File: src/rtl/esd_pkg.sv
// ----------------------------------------------------------------------------
// esd_pkg: shared types and constants for the ESC/STX packet deframer
// Control characters, phase codes, status codes and the per-byte result.
// ----------------------------------------------------------------------------
package esd_pkg;

    localparam logic [7:0] CH_ESC = 8'h10;
    localparam logic [7:0] CH_STX = 8'h02;
    localparam logic [7:0] CH_ETX = 8'h03;
    localparam logic [7:0] CH_ETB = 8'h17;

    localparam int          COUNT_W   = 17;
    localparam int          LEN_W     = 16;
    localparam int          PHASE_W   = 3;
    localparam int          STATUS_W  = 3;
    localparam logic [COUNT_W-1:0] COUNT_MAX = {COUNT_W{1'b1}};
    localparam logic [COUNT_W-1:0] HDR_BYTES = 17'd4;

    localparam logic [PHASE_W-1:0] PH_HUNT     = 3'd0;
    localparam logic [PHASE_W-1:0] PH_START    = 3'd1;
    localparam logic [PHASE_W-1:0] PH_BODY     = 3'd2;
    localparam logic [PHASE_W-1:0] PH_BODY_ESC = 3'd3;
    localparam logic [PHASE_W-1:0] PH_CHECK    = 3'd4;
    localparam logic [PHASE_W-1:0] PH_DISCARD  = 3'd5;

    localparam logic [STATUS_W-1:0] ST_OK_LAST = 3'd0;
    localparam logic [STATUS_W-1:0] ST_OK_MORE = 3'd1;
    localparam logic [STATUS_W-1:0] ST_BAD_SUM = 3'd2;
    localparam logic [STATUS_W-1:0] ST_BAD_LEN = 3'd3;
    localparam logic [STATUS_W-1:0] ST_FRAMING = 3'd4;

    typedef struct packed {
        logic                has_result;
        logic                is_status;
        logic [7:0]          payload_byte;
        logic [STATUS_W-1:0] frame_status;
    } esd_result_t;

endpackage

File: src/rtl/esd_core.sv
// ----------------------------------------------------------------------------
// esd_core: frame state and per-byte decode
// Holds the phase, running XOR, stored count and header length, and turns
// one accepted byte or idle tick into at most one result.
// ----------------------------------------------------------------------------
module esd_core (
    input  logic                 clk,
    input  logic                 rst_n,
    input  logic                 take,
    input  logic                 idle_tick,
    input  logic [7:0]           rx_byte,
    input  logic                 line_error,
    output esd_pkg::esd_result_t result
);
    import esd_pkg::*;

    logic [PHASE_W-1:0] phase_reg, phase_next;
    logic [7:0]         xor_reg, xor_next;
    logic [COUNT_W-1:0] count_reg, count_next;
    logic [LEN_W-1:0]   len_reg, len_next;
    logic               more_reg, more_next;

    logic               bad;
    logic               store_en;
    logic [COUNT_W-1:0] count_base;
    logic [7:0]         xor_base;
    logic [LEN_W-1:0]   len_base;

    assign bad = idle_tick | line_error;

    always_comb
    begin
        phase_next          = phase_reg;
        xor_base            = xor_reg;
        count_base          = count_reg;
        len_base            = len_reg;
        more_next           = more_reg;
        store_en            = 1'b0;
        result              = '0;

        case (phase_reg)
            PH_START:
            begin
                if (bad || rx_byte != CH_STX)
                begin
                    phase_next          = PH_DISCARD;
                    result.has_result   = 1'b1;
                    result.is_status    = 1'b1;
                    result.frame_status = ST_FRAMING;
                end
                else
                begin
                    xor_base   = '0;
                    count_base = '0;
                    len_base   = '0;
                    more_next  = 1'b0;
                    phase_next = PH_BODY;
                end
            end
            PH_BODY:
            begin
                if (bad)
                begin
                    phase_next          = PH_DISCARD;
                    result.has_result   = 1'b1;
                    result.is_status    = 1'b1;
                    result.frame_status = ST_FRAMING;
                end
                else if (rx_byte == CH_ESC)
                    phase_next = PH_BODY_ESC;
                else
                    store_en = 1'b1;
            end
            PH_BODY_ESC:
            begin
                if (bad)
                begin
                    phase_next          = PH_DISCARD;
                    result.has_result   = 1'b1;
                    result.is_status    = 1'b1;
                    result.frame_status = ST_FRAMING;
                end
                else if (rx_byte inside {CH_ETX, CH_ETB})
                begin
                    // terminator is covered by the checksum but not stored
                    xor_base   = xor_reg ^ rx_byte;
                    more_next  = (rx_byte == CH_ETB);
                    phase_next = PH_CHECK;
                end
                else
                begin
                    phase_next = PH_BODY;
                    store_en   = 1'b1;
                end
            end
            PH_CHECK:
            begin
                phase_next        = PH_HUNT;
                result.has_result = 1'b1;
                result.is_status  = 1'b1;
                if (bad || rx_byte != xor_reg)
                    result.frame_status = ST_BAD_SUM;
                else if (count_reg < HDR_BYTES
                         || {1'b0, len_reg} != count_reg - HDR_BYTES)
                    result.frame_status = ST_BAD_LEN;
                else
                    result.frame_status = more_reg ? ST_OK_MORE : ST_OK_LAST;
            end
            PH_DISCARD:
            begin
                if (idle_tick)
                    phase_next = PH_HUNT;
            end
            default:
            begin
                // hunting; unused codes land here too
                phase_next = PH_HUNT;
                if (!idle_tick)
                begin
                    if (line_error || rx_byte != CH_ESC)
                    begin
                        phase_next          = PH_DISCARD;
                        result.has_result   = 1'b1;
                        result.is_status    = 1'b1;
                        result.frame_status = ST_FRAMING;
                    end
                    else
                        phase_next = PH_START;
                end
            end
        endcase

        xor_next   = xor_base;
        count_next = count_base;
        len_next   = len_base;
        if (store_en)
        begin
            xor_next = xor_reg ^ rx_byte;
            if (count_reg == 17'd2)
                len_next = {len_reg[15:8], rx_byte};
            else if (count_reg == 17'd3)
                len_next = {rx_byte, len_reg[7:0]};
            else if (count_reg >= HDR_BYTES)
            begin
                result.has_result   = 1'b1;
                result.is_status    = 1'b0;
                result.payload_byte = rx_byte;
            end
            if (count_reg != COUNT_MAX)
                count_next = count_reg + 17'd1;
        end
    end

    always_ff @(posedge clk or negedge rst_n)
    begin
        if (!rst_n)
        begin
            phase_reg <= PH_HUNT;
            xor_reg   <= '0;
            count_reg <= '0;
            len_reg   <= '0;
            more_reg  <= 1'b0;
        end
        else if (take)
        begin
            phase_reg <= phase_next;
            xor_reg   <= xor_next;
            count_reg <= count_next;
            len_reg   <= len_next;
            more_reg  <= more_next;
        end
    end

    a_check_returns_to_hunt: assert property (@(posedge clk) disable iff (!rst_n)
        take && phase_reg == PH_CHECK |=> phase_reg == PH_HUNT)
        else $error("phase did not return to hunting after checksum slot");

    a_check_gives_status: assert property (@(posedge clk) disable iff (!rst_n)
        phase_reg == PH_CHECK |-> result.has_result && result.is_status)
        else $error("checksum slot produced no status");

endmodule

File: src/rtl/esc_stx_packet_deframer.sv
// ----------------------------------------------------------------------------
// esc_stx_packet_deframer: ESC/STX byte-stuffed frame receiver
// Unstuffs frames, checks XOR checksum and header length, emits payload.
// ----------------------------------------------------------------------------
// Usage:
//   Input channel (in_valid/in_ready): one request per received byte
//   (rx_byte, line_error) or per receive timeout (idle_tick = 1).
//   Output channel (out_valid/out_ready): payload bytes past the 4-byte
//   header, each as is_status = 0, then one status per frame with
//   is_status = 1 and frame_status giving ok/more, checksum, length or
//   framing error. Requests that finish nothing give no output.
//   An accepted request's result is in the output register in the next
//   cycle. Throughput is one request per cycle; the limit is the
//   single output register, so in_ready drops only while a result waits
//   and out_ready is low. A stalled receiver holds the result and the
//   frame state; nothing is dropped.
//   Reset puts the block in the hunting phase with an empty output.
// ----------------------------------------------------------------------------
module esc_stx_packet_deframer (
    input  logic                          clk,
    input  logic                          rst_n,
    input  logic                          in_valid,
    output logic                          in_ready,
    input  logic                          idle_tick,
    input  logic [7:0]                    rx_byte,
    input  logic                          line_error,
    output logic                          out_valid,
    input  logic                          out_ready,
    output logic                          is_status,
    output logic [7:0]                    payload_byte,
    output logic [esd_pkg::STATUS_W-1:0]  frame_status
);
    import esd_pkg::*;

    esd_result_t         result;
    logic                take;
    logic                valid_reg, valid_next;
    logic                is_status_reg;
    logic [7:0]          payload_reg;
    logic [STATUS_W-1:0] status_reg;

    assign in_ready = !valid_reg || out_ready;
    assign take     = in_valid && in_ready;

    esd_core u_core (
        .clk        (clk),
        .rst_n      (rst_n),
        .take       (take),
        .idle_tick  (idle_tick),
        .rx_byte    (rx_byte),
        .line_error (line_error),
        .result     (result)
    );

    assign valid_next = take ? result.has_result : (valid_reg && !out_ready);

    always_ff @(posedge clk or negedge rst_n)
    begin
        if (!rst_n)
            valid_reg <= 1'b0;
        else
            valid_reg <= valid_next;
    end

    always_ff @(posedge clk)
    begin
        if (take && result.has_result)
        begin
            is_status_reg <= result.is_status;
            payload_reg   <= result.payload_byte;
            status_reg    <= result.frame_status;
        end
    end

    assign out_valid    = valid_reg;
    assign is_status    = is_status_reg;
    assign payload_byte = payload_reg;
    assign frame_status = status_reg;

    a_status_zero_payload: assert property (@(posedge clk) disable iff (!rst_n)
        valid_reg && is_status_reg |-> payload_reg == 8'h00)
        else $error("status result carries a payload byte");

    a_payload_zero_status: assert property (@(posedge clk) disable iff (!rst_n)
        valid_reg && !is_status_reg |-> status_reg == ST_OK_LAST)
        else $error("payload result carries a status code");

    a_stall_only: assert property (@(posedge clk) disable iff (!rst_n)
        !in_ready |-> valid_reg && !out_ready)
        else $error("input stalled without a waiting result");

endmodule
File: config.mk
export PLATFORM = sky130hd
export DESIGN_NAME = esc_stx_packet_deframer
export DESIGN_NICKNAME = d
export VERILOG_FILES = /design/src/rtl/esd_pkg.sv /design/src/rtl/esd_core.sv /design/src/rtl/esc_stx_packet_deframer.sv
export SDC_FILE = /design/constraint.sdc
export NUM_CORES = 1
export LEC_CHECK = 0
export BUFFER_PORTS_ARGS = -buffer_cell sky130_fd_sc_hd__buf_4
export CORE_MARGIN = 3
export CORE_UTILIZATION = 57
export DETAILED_ROUTE_END_ITERATION = 10
export HOLD_SLACK_MARGIN = 0.08
export PLACE_DENSITY_LB_ADDON = 0.25
export SLEW_MARGIN = 20
export SYNTH_ARGS = -nofsm -noshare
export SYNTH_HDL_FRONTEND = slang
export SYNTH_SLANG_ARGS = --single-unit
File: constraint.sdc
create_clock -name clk -period 7.9 [get_ports clk]
set_input_delay 1.58 -clock clk [delete_from_list [all_inputs] [get_ports clk]]
set_output_delay 1.58 -clock clk [all_outputs]
set_load 0.05 [all_outputs]
==> results.json, run 1 <==
{
  "finalInstanceArea_sq_um": 4240,
  "fill_cells": 543,
  "cts_buffers": 9,
  "cellLeakagePower_nw": 1.77,
  "die_y_um": 88.5,
  "area_growth_pct": 9.36,
  "antenna_found_initial": 0,
  "setup_viol": 0,
  "place_area_sq_um": 4070,
  "yosysWarnings": 0,
  "drive_gt1_frac": 0.141,
  "grt_overflow": 0,
  "drt_iter0_drc": 345,
  "syn_inst": 437,
  "clkLatencyLatePin_ns": 0.34,
  "crit_fanout": 12,
  "ant_nets": 0,
  "cts_tree": "yes",
  "async_flop_share": 0.793,
  "fmax_mhz": 250,
  "synthTopCellsByCount": "nand2_1 (48), dfrtp_1 (46), nor2_1 (33)",
  "slew_headroom": 0.337,
  "core_area_sq_um": 6460,
  "drc": 0,
  "end_kind": "register",
  "utilization": 0.656,
  "diodes": 0,
  "cp_slowest_cell": "nor2_1",
  "required_ns": 7.87,
  "post-route-period-util": 0.507,
  "hold_viol": 0,
  "synth_top_flop_cell": "dfrtp_1",
  "cts-root-buf": "clkbuf_8",
  "max_stage_delay_ns": 0.74,
  "maxSlewViolCount": 0,
  "p_per_area_nw_per_um2": 278,
  "fin_setup_tns_ns": 0,
  "htreeDepth": 3,
  "crit_path_start_kind": "input port",
  "syn_area_sq_um": 3880,
  "cts_buffer_depth": 2,
  "worstSetupPathType": "in -> reg",
  "post_drt_wl_per_cell_um": 19.1,
  "status": "finished, final reports clean",
  "start_util": 0.600,
  "cts_resized": 0,
  "holdWs_ns": 0.513,
  "cts.sinks": 58,
  "dp_cells": 516,
  "grt_pass1_wl_um": 16600,
  "grt_pass1_vias": 3298,
  "synth_nets": 459,
  "cp_common_cell": "nor2_1",
  "cts.clk_slew.worst_paths_ns": 0.07,
  "ir_drop_mv": 0.155,
  "post_cts_buffers": 0,
  "num_rows": 29,
  "portBuffers": 27,
  "path_cells": "buf_4 > or3b_4 > a311oi_2 > a21oi_2 > a211oi_2 > nor2_1 > nor2_1",
  "postCtsHoldBufs": 0,
  "yosysSeqAreaShare": 0.390,
  "num_vias": 3523,
  "stdcell_count": 532,
  "firstDrtPassIters": 5,
  "rsz0062_at_grt": "false",
  "synth_most_common_cell": "nand2_1",
  "clock_skew_ns": 0.00822,
  "fin_crit_ns": 4.00,
  "grt_max_degree": 47,
  "nets": 472,
  "hold_class": "reg -> reg",
  "crit_arrival_ns": 3.97,
  "post-dp-hpwl_um": 7360,
  "synth_area_leader_cell": "dfrtp_1",
  "ios": 28,
  "viasPerCell": 6.62,
  "track_usage": 0.279,
  "synth-seq-cells": 58,
  "netlist.area_leader.share": 0.297,
  "avgSynthCellArea_sq_um": 8.87,
  "routed_wl_um": 10200,
  "synthDistinctLibCells": 68,
  "die_w_um": 88.5,
  "largest_reg_flops": 17,
  "fp.dieArea_sq_um": 7830,
  "yosys-top-cells-area": "dfrtp_1 (30%), edfxtp_1 (9.3%), nand2_1 (4.6%), nor2_1 (3.2%), xnor2_1 (3.2%)",
  "max-cap-violations": 0,
  "tightest_slew_ns": 0.985,
  "routabilityCongestion": 0.981,
  "synth-edff-count": 12
}
==> final cells by class <==
class	count	area [sq um]	area share
Clock buffer	9	124	0.0292
Tap cell	77	96.3	0.0227
Sequential cell	58	1510	0.357
Inverter	12	45.0	0.0106
Clock inverter	7	45.0	0.0106
Multi-Input combinational cell	341	2210	0.521
Timing Repair Buffer	28	210	0.0496
==> metal layers <==
metal	track usage	wire, um
met3	0.0652	768
met4	0.0838	239
met5	0	0
met1	0.393	4510
met2	0.430	4650
==> worst paths after layout <==
path	startpoint	endpoint	slack, ns	depth (start not counted)
max	line_error	payload_byte[6]	3.90	7
min	u_core.xor_reg[4]	u_core.xor_reg[4]	0.51	1
max reg2reg	u_core.phase_reg[1]	payload_byte[6]	4.55	6
min reg2reg	u_core.xor_reg[4]	u_core.xor_reg[4]	0.51	1
max in group asynchronous	rst_n	u_core.xor_reg[7]	6.23	1
min in group asynchronous	rst_n	u_core.count_reg[10]	1.25	1
==> placed cells by master, fill, tap and decap left out, types with 7 or more instances in the layout <==
cell type,synthesis,final
nor2_1,33,33
nand2b_1,7,7
xor2_1,9,9
nand3_1,23,23
o211ai_1,8,8
nor3_1,15,15
buf_4,1,28
o21ai_0,23,23
a31oi_1,8,8
and2_1,14,14
xnor2_1,14,14
clkbuf_8,0,9
a22o_1,10,10
a21oi_1,17,17
nand2_1,48,48
edfxtp_1,12,12
ha_1,8,8
inv_1,12,12
dfrtp_1,46,46
nand3b_1,8,8
==> cells by family after synthesis <==
kind of cell               count (synthesis)  synth area share
AOI/OAI and AO/OA                        116             0.214
xor gates and xnor gates                  23            0.0520
adders and majority gates                  8            0.0258
buffers and inverters                     38            0.0407
DFF                                       58             0.390
muxes                                      2           0.00549
and+or+nand+nor                          192             0.272
==> critical path: cells and delay by family <==
kind | cells | cell delay [ns]
buffers and inverters | 1 | 0.12
and+or+nand+nor | 3 | 1.25
AOI/OAI and AO/OA | 3 | 1.00
==> metrics by stage <==
stage                     total power, mW  setup slack [ns]
after floorplan                     0.812              4.02
after global placement              0.921              3.74
after detailed placement            0.933              3.58
after CTS                            1.17              3.92
after global routing                 1.25              3.75
final                                1.18              3.90
==> power breakdown <==
part / total (mW) / internal [mW] / leakage, nW / switching [mW]
combinational: 0.474 / 0.175 / 0.969 / 0.299
sequential: 0.461 / 0.376 / 0.718 / 0.0845
clock: 0.241 / 0.112 / 0.0791 / 0.129
Note: power is estimated with default switching activity, not from simulation.
==> run 2: changes to the inputs <==
- clock period: 7.9 -> 4.1 ns (I/O delays scaled with it)
==> run 2 against run 1 <==
Compared with the run above:
- register-to-register slack worse by 3.6 ns
- design area is 0.91% higher
- highest routed layer unchanged
- critical endpoint is now frame_status[0]
- flip-flop and latch count stayed put
- sequential power is 92% higher
- core utilization is 0.60 points higher
- critical path depth is 1 lower
- sequential share of layout area is 0.32 points lower
==> results.json, run 2 (synthesis results as in run 1) <==
{
  "final_cell_mix": "nand2_1 (48), dfrtp_1 (46), nor2_1 (33), buf_4 (28)",
  "cts-root-buf": "clkbuf_8",
  "num_vias": 3457,
  "rsz0062_at_grt": "false",
  "hold_class": "in -> async",
  "worst_r2r_endpoint": "frame_status[0]",
  "start_util": 0.600,
  "grt_max_degree": 47,
  "worstPathBufferInverterCount": 0,
  "cellLeakagePower_nw": 1.79,
  "drt_iter0_drc": 361,
  "nets": 472,
  "max_stage_delay_ns": 0.88,
  "firstDrtPassIters": 5,
  "grt_overflow": 0,
  "maxSlewViolCount": 0,
  "clkLatencyLatePin_ns": 0.35,
  "routabilityCongestion": 0.908,
  "crit_arrival_ns": 3.19,
  "crit_fanout": 13,
  "fin_crit_ns": 3.13,
  "drc": 0,
  "switching_share": 0.410,
  "die_w_um": 88.5,
  "area_growth_pct": 10.4,
  "cts_buffers": 9,
  "track_usage": 0.272,
  "mostFrequentLayoutCell": "nand2_1",
  "worst-path-stages": 6,
  "cts.sinks": 58,
  "crit_path_start_kind": "register",
  "timing.rr.start": "u_core.count_reg[4]",
  "post_drt_wl_per_cell_um": 18.4,
  "grt_pass1_vias": 3232,
  "fp.dieArea_sq_um": 7830,
  "rrSetupSlack_ns": 0.97,
  "portBuffers": 27,
  "slew_headroom": 0.314,
  "viasPerCell": 6.50,
  "ios": 28,
  "grt_pass1_wl_um": 16300,
  "setup_viol": 0,
  "required_ns": 4.16,
  "tightest_slew_ns": 1.02,
  "die_y_um": 88.5,
  "cts.clk_slew.worst_paths_ns": 0.07,
  "ir_drop_mv": 0.311,
  "hold_viol": 0,
  "cp_slowest_cell": "nor3_1",
  "p_per_area_nw_per_um2": 554,
  "num_rows": 29,
  "drive_gt1_frac": 0.136,
  "post-route-period-util": 0.763,
  "worstSetupPathType": "reg -> reg",
  "path_cells": "nor3_1 > a2bb2oi_1 > a221oi_1 > nand4_1 > a2111oi_0 > a21oi_1",
  "fin_setup_tns_ns": 0,
  "holdWs_ns": 0.475,
  "status": "finished, final reports clean",
  "cp_top_family": "compound AO/OA/AOI/OAI gates",
  "htreeDepth": 3,
  "cts_tree": "yes",
  "max-cap-violations": 0,
  "diodes": 0,
  "routed_wl_um": 9820,
  "fmax_mhz": 320,
  "ant_nets": 0,
  "p_int_mw": 1.40,
  "p_seq_frac": 0.374,
  "end_kind": "register",
  "pwr-share-comb": 0.384,
  "post_cts_buffers": 0,
  "fill_cells": 554,
  "p_sw_uw": 971,
  "cts_buffer_depth": 2,
  "postCtsHoldBufs": 0,
  "pwr-share-clk": 0.242,
  "largest_reg_flops": 17,
  "antenna_found_initial": 0,
  "cts_resized": 0,
  "core_area_sq_um": 6460,
  "rr_worst_depth": 6,
  "post-dp-hpwl_um": 7060,
  "clock_skew_ns": 0.00467
}
-- run 2: cell count changes in the layout (fill, tap and decap cells not counted) --
cell        previous run  this run
bufinv_16              0         2
clkinv_1               1         3
clkinvlp_4             3         1
clkinv_2               2         1
inv_6                  1         0
-- run 2: worst max path at each step --
stage | endpoint | slack (ns) | start
3_5_place_dp | payload_byte[3] | 1.06 | rx_byte[2]
4_1_cts | u_core.count_reg[8] | 1.08 | u_core.count_reg[0]
6_report | frame_status[0] | 0.97 | u_core.count_reg[4]
2_1_floorplan | frame_status[0] | 0.98 | rx_byte[5]
5_1_grt | frame_status[0] | 0.77 | u_core.count_reg[4]
3_3_place_gp | u_core.xor_reg[1] | 1.13 | rx_byte[3]
-- run 2: area by class of cell --
cell class              instances  area (sq um)  area share
repair buffers                 28           210      0.0491
multi-input cells             341          2210       0.516
well taps                      77          96.3      0.0225
flip-flops and latches         58          1510       0.353
clock inverters                 7          83.8      0.0196
clock buffers                   9           124      0.0290
inverters                      12          45.0      0.0105
-- run 2: layer usage --
metal  GRT usage  wire length (um)  up-vias
li1            -                 -     1641
met1       0.385              4510     1652
met2       0.407              4440      143
met3      0.0642               688       21
met4       0.103               174        0
met5           0                 0        -
-- run 2: power by group through the flow --
stage | clock (mW) | combinational, mW | sequential [mW]
CTS | 0.573 | 0.907 | 0.882
global placement | 0 | 0.885 | 0.889
detailed placement | 0 | 0.900 | 0.894
floorplan | 0 | 0.618 | 0.946
finish | 0.574 | 0.909 | 0.885
global route | 0.612 | 1.00 | 0.909
-- run 2: through the flow --
step / setup WS (ns) / util / power (mW) / area (sq um) / cells
after floorplan: 0.979 / - / 1.56 / 3880 / 437
after global placement: 1.13 / 0.630 / 1.77 / 4070 / 516
after detailed placement: 1.06 / 0.630 / 1.79 / 4070 / 516
after CTS: 1.08 / 0.662 / 2.36 / 4280 / 532
after global routing: 0.766 / 0.662 / 2.52 / 4280 / 532
final: 0.970 / 0.662 / 2.37 / 4280 / 532
